## src/cfla_pkg.sv

```systemverilog
// Shared constants, codes and controller/datapath handshake types for the
// chunked free-list block allocator. No dependencies.
`default_nettype none

package cfla_pkg;

    // Field widths of requests, results and the configuration port.
    localparam int OP_W        = 1;
    localparam int CHUNK_W     = 2;
    localparam int BLOCK_W     = 8;
    localparam int STATUS_W    = 2;
    localparam int OFFSET_W    = 16;
    localparam int LINK_W      = 8;
    localparam int CFG_DATA_W  = 9;
    localparam int CFG_INDEX_W = 1;

    // Defaults for the top-level parameters.
    localparam int NUM_CHUNKS_DEF = 4;
    localparam int MAX_BLOCKS_DEF = 256;

    // Largest block size in bytes.
    localparam logic [CFG_DATA_W-1:0] SIZE_MAX = 9'd256;

    // Register indexes.
    localparam logic [CFG_INDEX_W-1:0] REG_BLOCK_SIZE  = 1'b0;
    localparam logic [CFG_INDEX_W-1:0] REG_BLOCK_COUNT = 1'b1;

    // Register reset values.
    localparam logic [CFG_DATA_W-1:0] SIZE_RESET  = 9'd16;
    localparam logic [CFG_DATA_W-1:0] COUNT_RESET = 9'd256;

    // Operation codes.
    localparam logic [OP_W-1:0] OP_ALLOC = 1'b0;
    localparam logic [OP_W-1:0] OP_FREE  = 1'b1;

    // Result status codes.
    localparam logic [STATUS_W-1:0] STATUS_OK       = 2'd0;
    localparam logic [STATUS_W-1:0] STATUS_NO_BLOCK = 2'd1;
    localparam logic [STATUS_W-1:0] STATUS_BAD_FREE = 2'd2;

    // Commands from the controller to the datapath.
    typedef struct packed {
        logic clear_en;
        logic accept;
        logic decide;
        logic finish;
        logic load_out;
    } cmd_t;

    // Status from the datapath to the controller.
    typedef struct packed {
        logic reinit;
        logic clear_last;
        logic out_free;
    } stat_t;

endpackage

`default_nettype wire

```

## src/cfla_ctrl.sv

```systemverilog
// Sequencing controller of the allocator: link memory sweep, request
// acceptance and the per-request step sequence. Depends on cfla_pkg.
`default_nettype none

module cfla_ctrl (
    input  wire logic           clk,
    input  wire logic           rst_n,
    input  wire logic           req_valid,
    output logic                req_ready,
    input  wire cfla_pkg::stat_t stat,
    output cfla_pkg::cmd_t      cmd
);

    localparam logic [2:0] ST_CLEAR  = 3'd0;
    localparam logic [2:0] ST_IDLE   = 3'd1;
    localparam logic [2:0] ST_DECIDE = 3'd2;
    localparam logic [2:0] ST_MUL    = 3'd3;
    localparam logic [2:0] ST_DONE   = 3'd4;

    logic [2:0] state_reg;
    logic [2:0] state_next;

    // A block_count write holds off requests in the same cycle, so the
    // request is taken against the reinitialized state.
    assign req_ready = (state_reg == ST_IDLE) && !stat.reinit;

    always_comb
    begin
        state_next = state_reg;
        cmd        = '0;
        unique case (state_reg)
            ST_CLEAR:
            begin
                cmd.clear_en = 1'b1;
                if (stat.clear_last)
                begin
                    state_next = ST_IDLE;
                end
            end
            ST_IDLE:
            begin
                if (req_valid && req_ready)
                begin
                    cmd.accept = 1'b1;
                    state_next = ST_DECIDE;
                end
            end
            ST_DECIDE:
            begin
                cmd.decide = 1'b1;
                state_next = ST_MUL;
            end
            ST_MUL:
            begin
                cmd.finish = 1'b1;
                state_next = ST_DONE;
            end
            ST_DONE:
            begin
                if (stat.out_free)
                begin
                    cmd.load_out = 1'b1;
                    state_next   = ST_IDLE;
                end
            end
            default:
            begin
                state_next = ST_CLEAR;
            end
        endcase
        if (stat.reinit)
        begin
            state_next = ST_CLEAR;
        end
    end

    always_ff @(posedge clk or negedge rst_n)
    begin
        if (!rst_n)
        begin
            state_reg <= ST_CLEAR;
        end
        else
        begin
            state_reg <= state_next;
        end
    end

    a_accept_to_decide: assert property (@(posedge clk) disable iff (!rst_n)
        (req_valid && req_ready) |=> (state_reg == ST_DECIDE))
        else $error("accepted request did not move to the decide step");

    a_load_needs_room: assert property (@(posedge clk) disable iff (!rst_n)
        cmd.load_out |-> stat.out_free)
        else $error("result loaded while the output register is occupied");

    a_reinit_clears: assert property (@(posedge clk) disable iff (!rst_n)
        stat.reinit |=> (state_reg == ST_CLEAR))
        else $error("block_count write did not start a link memory sweep");

endmodule

`default_nettype wire

```

## config.mk

```make
export PLATFORM = sky130hd
export DESIGN_NAME = cfla_ctrl
export DESIGN_NICKNAME = d
export VERILOG_FILES = /design/src/cfla_pkg.sv /design/src/cfla_ctrl.sv
export SDC_FILE = /design/constraint.sdc
export NUM_CORES = 1
export LEC_CHECK = 0
export ABC_AREA = 1
export BUFFER_PORTS_ARGS = -buffer_cell sky130_fd_sc_hd__buf_2
export CAP_MARGIN = 20
export CORE_AREA = 4 4 41 43
export CTS_BUF_LIST = sky130_fd_sc_hd__clkbuf_8 sky130_fd_sc_hd__clkbuf_16
export CTS_CLUSTER_DIAMETER = 40
export DETAILED_ROUTE_END_ITERATION = 8
export DIE_AREA = 0 0 45 47
export PLACE_DENSITY = 0.39
export SYNTH_ARGS = -nofsm -noshare
export SYNTH_HDL_FRONTEND = slang
export SYNTH_SLANG_ARGS = --single-unit
```

## constraint.sdc

```tcl
create_clock -name clk -period 1.3 [get_ports clk]
set_input_delay 0 -clock clk [delete_from_list [all_inputs] [get_ports clk]]
set_output_delay 0 -clock clk [all_outputs]
set_load 0.1 [all_outputs]
```

==> results of run 1 <==
## layer usage
metal | GRT usage, % | vias up | share of wire (%)
li1 | - | 143 | -
met1 | 8.31 | 117 | 41
met2 | 10.7 | 12 | 46
met3 | 3.83 | 2 | 9.3
met4 | 7.02 | 0 | 2.7
met5 | 0 | - | 0
## report_power, final
part / internal, mW / switching [mW]
combinational: 0.197 / 0.365
sequential: 0.111 / 0.0186
clock: 0.200 / 0.0563
total: 0.508 / 0.440
## Yosys cell counts, drive strengths merged
library cell  number  area [µm²]
inv                7        26.3
nor2               7        31.3
nand2              4        15.0
dfrtp              3        75.1
nand3              3        15.0
nand4              2        12.5
nor3               2        10.0
a21oi              1        5.00
and3               1        6.26
nand3b             1        7.51
o21ai              1        5.00
## logic make-up (layout without fill, tap and decap cells)
family          Yosys count  count (layout)  synth area share [%]
simple gates             20              20                  46.7
buf+inv                   7              26                  12.6
flops                     3               3                  35.9
compound gates            2               2                  4.79
## path summary, 6_finish.rpt
| kind | startpoint | end | cells past startpoint |
|---|---|---|---|
| max in group asynchronous | rst_n | state_reg[2] | 2 |
| worst max-delay path | state_reg[1] | cmd[0] | 3 |
| worst min register to register | state_reg[1] | state_reg[2] | 2 |
| min in group clk | stat[2] | state_reg[2] | 2 |
| worst min-delay path | rst_n | state_reg[1] | 2 |
| worst max register to register | state_reg[1] | state_reg[0] | 4 |
## layout make-up
type | count | area (µm²)
fill | 140 | 812
timing repair buffer | 15 | 178
multi-input combinational | 22 | 146
sequential | 3 | 75.1
clock buffer | 3 | 41.3
inverter | 7 | 26.3
tap | 15 | 18.8
clock inverter | 1 | 3.75
## critical path, cell delays in order (launching register included)
cell and delay (ps):
dfrtp_1 400, nor2_1 200, and3_2 240, buf_12 170
## what timing repair did
action	4_1_cts	5_1_grt
hold buffers	1	0
pin swaps	3	1
resized for setup	3	1
buffers inserted	2	0
endpoints found under the hold margin	3	0
endpoints found under the setup margin	2	2
## stage by stage
step / hold slack (ps) / setup TNS (ps) / instance area [µm²] / utilization (%)
after floorplan: -296 / -570 / 240 / -
after global placement: -202 / 0 / 412 / 31.6
after detailed placement: -199 / 0 / 412 / 31.6
after CTS: 108 / 0 / 489 / 37.6
after global routing: 128 / 0 / 489 / 37.6
final: 112 / 0 / 489 / 37.6
==> results by group, run 1 <==
Flow run
  – Max cap viols: 0

Die
  – Die Wd: 45 µm
  – Die ar.: roughly 2100 µm²
  – Row cnt: 13
  – IO Pins: 12
  – Initial Utilization: about 16%
  – Die height: between 40 and 50 µm
  – Core area: around 1300 µm²

Timing
  – Fmax: approximately 800 MHz
  – Worst slew margin: between 80% and 90%
  – Final worst slack: ~57 ps
  – Final setup fails: 0
  – Slew Limit Fails: 0
  – Hold Fails Final Rpt: 0
  – Min cycle time layout: roughly 1200 ps
  – Slew @ Worst Pin: ~220 ps
  – Final Skew: ~2.5 ps
  – Tcrit/Tclk final: between 90 and 100%
  – RSZ-0062 raised after global routing: false

Placed design
  – Placed cells: 59
  – DPL Wire Length: 487 µm
  – Routability cong.: around 0.8
  – Place WS: between 150 and 200 ps
  – IO Port Bufs: 11

Power and ir drop
  – Pwr Density: around 1900 nW/µm²
  – Leak: between 0.2 and 0.25 nW
  – Worst vdd ir: between 0.6 and 0.7 mV
  – Overall power: around 0.95 mW

Global routing
  – Initial antenna violation count: 0
  – Global-route wire length before repair: ~1100 µm
  – Largest net degree at the start of global routing: 7
  – Tot GR Track Use: under 10%
  – Vias in the first global route: ~250
  – Total global routing overflow: 0

Outcome
  – Status: completed

Clock tree
  – TritonCTS clock tree: built
  – Clock root buffer: clkbuf_8
  – Htree depth: 1
  – Clock Path Buffers: 2
  – Clock sink count: 3
  – Clock slew at reported path FFs: about 30 ps
  – CTS Buf Count: 3
  – Clk Latency, worst-skew pair: roughly 210 ps

Setup path
  – Crit-path max FO: 4
  – Startpoint Class: flop
  – CP required: roughly 1300 ps
  – R2R Setup Slk: ~210 ps
  – Setup CP Type: reg2out
  – Worst setup EP type: primary output
  – Critical path arrival: 1240 ps

Finish
  – Commonest non-fill, non-tap cell in the layout: buf_12
  – Area growth, synth to finish: 134%
  – Number of diodes: 0
  – Nets: just under 60
  – Commonest non-fill, non-tap cells in the layout: 6 x buf_12, 5 x inv_1, 5 x buf_2
  – Fin cells: 66
  – Fraction of layout cells with a size suffix above 1: 52.9%
  – Max FFs per register: 3

Logic synthesis
  – Post-Synthesis Cells: 32
  – Sequential share of the synthesized area: 35.9%
  – Syn_nets: 38
  – Post-Syn Area: 209 µm²
  – Ys Warns: 0
  – Yosys reg bits: 3
  – Synthesized area per cell: around 6.5 µm²
  – Netlist cell types: 12

Routing
  – ANT nets after route: 0
  – Vias per cell: a little over 4
  – Drt first pass iters: 3
  – Avg WL per Cell: 9.94 µm
  – DRT iter0 DRCs: 6
  – Drt drc: 0
  – Via count: between 200 and 300
  – Total routed wirelength: around 660 µm

Min path
  – Hold Path Class: in2async
Note: power is estimated with default switching activity, not from simulation.
==> inputs of run 2 (changes only) <==
--- a/config.mk
+++ b/config.mk
@@ -8,12 +8,14 @@
 export ABC_AREA = 1
 export BUFFER_PORTS_ARGS = -buffer_cell sky130_fd_sc_hd__buf_2
 export CAP_MARGIN = 20
+export CELL_PAD_IN_SITES_DETAIL_PLACEMENT = 1
+export CELL_PAD_IN_SITES_GLOBAL_PLACEMENT = 1
 export CORE_AREA = 4 4 41 43
 export CTS_BUF_LIST = sky130_fd_sc_hd__clkbuf_8 sky130_fd_sc_hd__clkbuf_16
 export CTS_CLUSTER_DIAMETER = 40
 export DETAILED_ROUTE_END_ITERATION = 8
 export DIE_AREA = 0 0 45 47
-export PLACE_DENSITY = 0.39
+export PLACE_DENSITY = 0.52
 export SYNTH_ARGS = -nofsm -noshare
 export SYNTH_HDL_FRONTEND = slang
 export SYNTH_SLANG_ARGS = --single-unit
==> results by group, run 2 (synthesis gave the netlist of run 1 again) <==
Setup path
  – Worst setup EP type: primary output (unchanged)
  – CP required: 1300 ps (about the same)
  – Crit path max-delay family: simple AND/OR/NAND/NOR gates (unchanged)
  – Max stage delay on crit path: 410 ps (was 400 ps)
  – Worst path slowest cell: dfrtp_1 (unchanged)
  – Startpoint Class: flop (unchanged)
  – Crit path launch: state_reg[1] (unchanged)
  – Crit-path max FO: 4 (unchanged)
  – Setup CP Type: reg2out (unchanged)
  – R2R Setup Slk: 240 ps (was 210 ps)
  – Worst Reg-to-Reg Cells: 4 (unchanged)
  – CP Buf/Inv Count: 1 (unchanged)
  – CP Depth: 3 (unchanged)
  – Cell Chain, Critical Path: nor2_1 > and3_2 > buf_12 (unchanged)
  – RR Startpoint: state_reg[1] (unchanged)
  – Critical path arrival: 1260 ps (was 1240 ps)
  – R2r endpoint: state_reg[0] (unchanged)
  – Crit path to: cmd[0] (unchanged)

Global routing
  – Met3 usage: 1.15% (was 3.83%)
  – Global-route wire length before repair: 1160 µm (was 1060 µm)
  – Grt met1 use: 7.80% (was 8.31%)
  – Tot GR Track Use: 7.61% (was 7.63%)
  – Grt met2 use: 14.1% (was 10.7%)
  – Initial antenna violation count: 0 (unchanged)
  – Total global routing overflow: 0 (unchanged)
  – Busiest grt layer: met2 (unchanged)
  – Largest net degree at the start of global routing: 7 (unchanged)
  – Vias in the first global route: 300 (was 254)

Placed design
  – DPL Wire Length: 534 µm (was 487 µm)
  – Placed cells: 59 (unchanged)
  – Place WS: 172 ps (was 179 ps)
  – IO Port Bufs: 11 (unchanged)
  – Routability cong.: 0.752 (was 0.796)

Finish
  – Fraction of layout cells with a size suffix above 1: 50.0% (was 52.9%)
  – Nets: 57 (was 58)
  – Number of diodes: 0 (unchanged)
  – Max FFs per register: 3 (unchanged)
  – Fin cells: 65 (was 66)
  – Commonest non-fill, non-tap cells in the layout: 6 x inv_1, 6 x buf_12, 5 x buf_2 (was 6 x buf_12, 5 x inv_1, 5 x buf_2)
  – Area growth, synth to finish: 133% (was 134%)

Timing
  – Final setup fails: 0 (unchanged)
  – Slew @ Worst Pin: 230 ps (was 219 ps)
  – Slew Limit Fails: 0 (unchanged)
  – Final worst slack: 41.3 ps (was 56.9 ps)
  – Final Skew: 0.775 ps (was 2.49 ps)
  – Min cycle time layout: 1260 ps (was 1240 ps)
  – Worst slew margin: 84.6% (was 85.4%)
  – RSZ-0062 raised after global routing: true (was false)
  – Setup TNS: 0 ps (unchanged)
  – Fmax: 794 MHz (was 804 MHz)
  – Final Hold Slack: 106 ps (was 112 ps)
  – Tcrit/Tclk final: 96.8% (was 95.6%)
  – Hold Fails Final Rpt: 0 (unchanged)

Routing
  – ANT nets after route: 0 (unchanged)
  – Vias per cell: 4.14 (was 4.15)
  – Drt drc: 0 (unchanged)
  – Via count: 269 (was 274)
  – Drt first pass iters: 3 (unchanged)
  – Avg WL per Cell: 9.95 µm (was 9.94 µm)
  – DRT iter0 DRCs: 4 (was 6)
  – Total routed wirelength: 647 µm (was 656 µm)

Clock tree
  – Clk Latency, worst-skew pair: 210 ps (about the same)
  – Clock slew at reported path FFs: 30 ps (about the same)
  – Clock sink count: 3 (unchanged)
  – CTS Buf Count: 3 (unchanged)
  – Htree depth: 1 (unchanged)
  – Clock Path Buffers: 2 (unchanged)
  – Clock root buffer: clkbuf_8 (unchanged)
  – TritonCTS clock tree: built (unchanged)

Power and ir drop
  – NetSw: 0.442 mW (was 0.440 mW)
  – Comb pwr share: 59.0% (was 59.2%)
  – Clock power share: 27.2% (was 27.1%)
  – Overall power: 0.941 mW (was 0.948 mW)
  – Reg power frac: 13.8% (was 13.7%)
  – Pwr Density: 1930 nW/µm² (was 1940 nW/µm²)
  – Worst vdd ir: 0.659 mV (was 0.684 mV)
  – Internal: 0.499 mW (was 0.508 mW)
  – Fraction of power spent switching nets: 47.0% (was 46.4%)
  – Leak: 0.248 nW (was 0.246 nW)

Die
  – Row cnt: 13 (unchanged)
  – Die height: 47 µm (unchanged)
  – Core area: 1300 µm² (unchanged)
  – Initial Utilization: 16.1% (unchanged)
  – IO Pins: 12 (unchanged)
  – Die ar.: 2120 µm² (unchanged)
  – Die Wd: 45 µm (unchanged)

Min path
  – Hold Path Class: in2async (unchanged)

Flow run
  – Max cap viols: 0 (unchanged)

Outcome
  – Status: completed (unchanged)
## run 2: cell types whose count changed in the layout (fill, tap and decap cells not counted)
cell	change
inv_2	-1
buf_4	-1
nand2_4	+1
inv_1	+1
nand2_2	-1
## run 2: through the flow
step | cell area, µm² | utilization (%)
global placement | 412 | 31.6
global route | 487 | 37.4
detailed placement | 412 | 31.6
CTS | 477 | 36.6
finish | 487 | 37.4
floorplan | 240 | -
## run 2: metal layers
metal | vias up | part of all wire, %
met1 | 128 | 40
met3 | 0 | 2.2
met4 | 0 | 0
li1 | 138 | -
met2 | 3 | 57
met5 | - | 0
## run 2: layout make-up
class                   count  area (µm²)
fillers                   163         815
flip-flops and latches      3        75.1
well taps                  15        18.8
repair buffers             14         170
clock buffers               3        41.3
clock inverters             1        3.75
inverters                   7        26.3
multi-input cells          22         151
## run 2: worst min-delay path by stage
stage | from | to | slack (ps)
after global routing | rst_n | state_reg[1] | 110
after global placement | rst_n | state_reg[2] | -200
after CTS | rst_n | state_reg[1] | 110
after floorplan | rst_n | state_reg[0] | -300
after detailed placement | rst_n | state_reg[2] | -200
final | rst_n | state_reg[1] | 110
## run 2: worst register-to-register path, cell delays in order, from the launching register on
cell	delay, ps
dfrtp_1	410
nor2_1	220
nand3_1	150
nand4_1	120
nand2_1	50
## run 2: power groups by stage
stage / combinational, mW / sequential [mW] / clock [mW]
2_1_floorplan: 0.341 / 0.131 / 0
6_report: 0.555 / 0.130 / 0.256
3_3_place_gp: 0.519 / 0.134 / 0
3_5_place_dp: 0.521 / 0.132 / 0
5_1_grt: 0.581 / 0.133 / 0.280
4_1_cts: 0.543 / 0.126 / 0.266
## run 2: repair_timing
action,CTS,global route
endpoints found under the setup margin,2,3
setup buffers,1,0
resized for setup,1,3
endpoints found under the hold margin,3,0
pin swaps,0,1
hold buffers,1,0
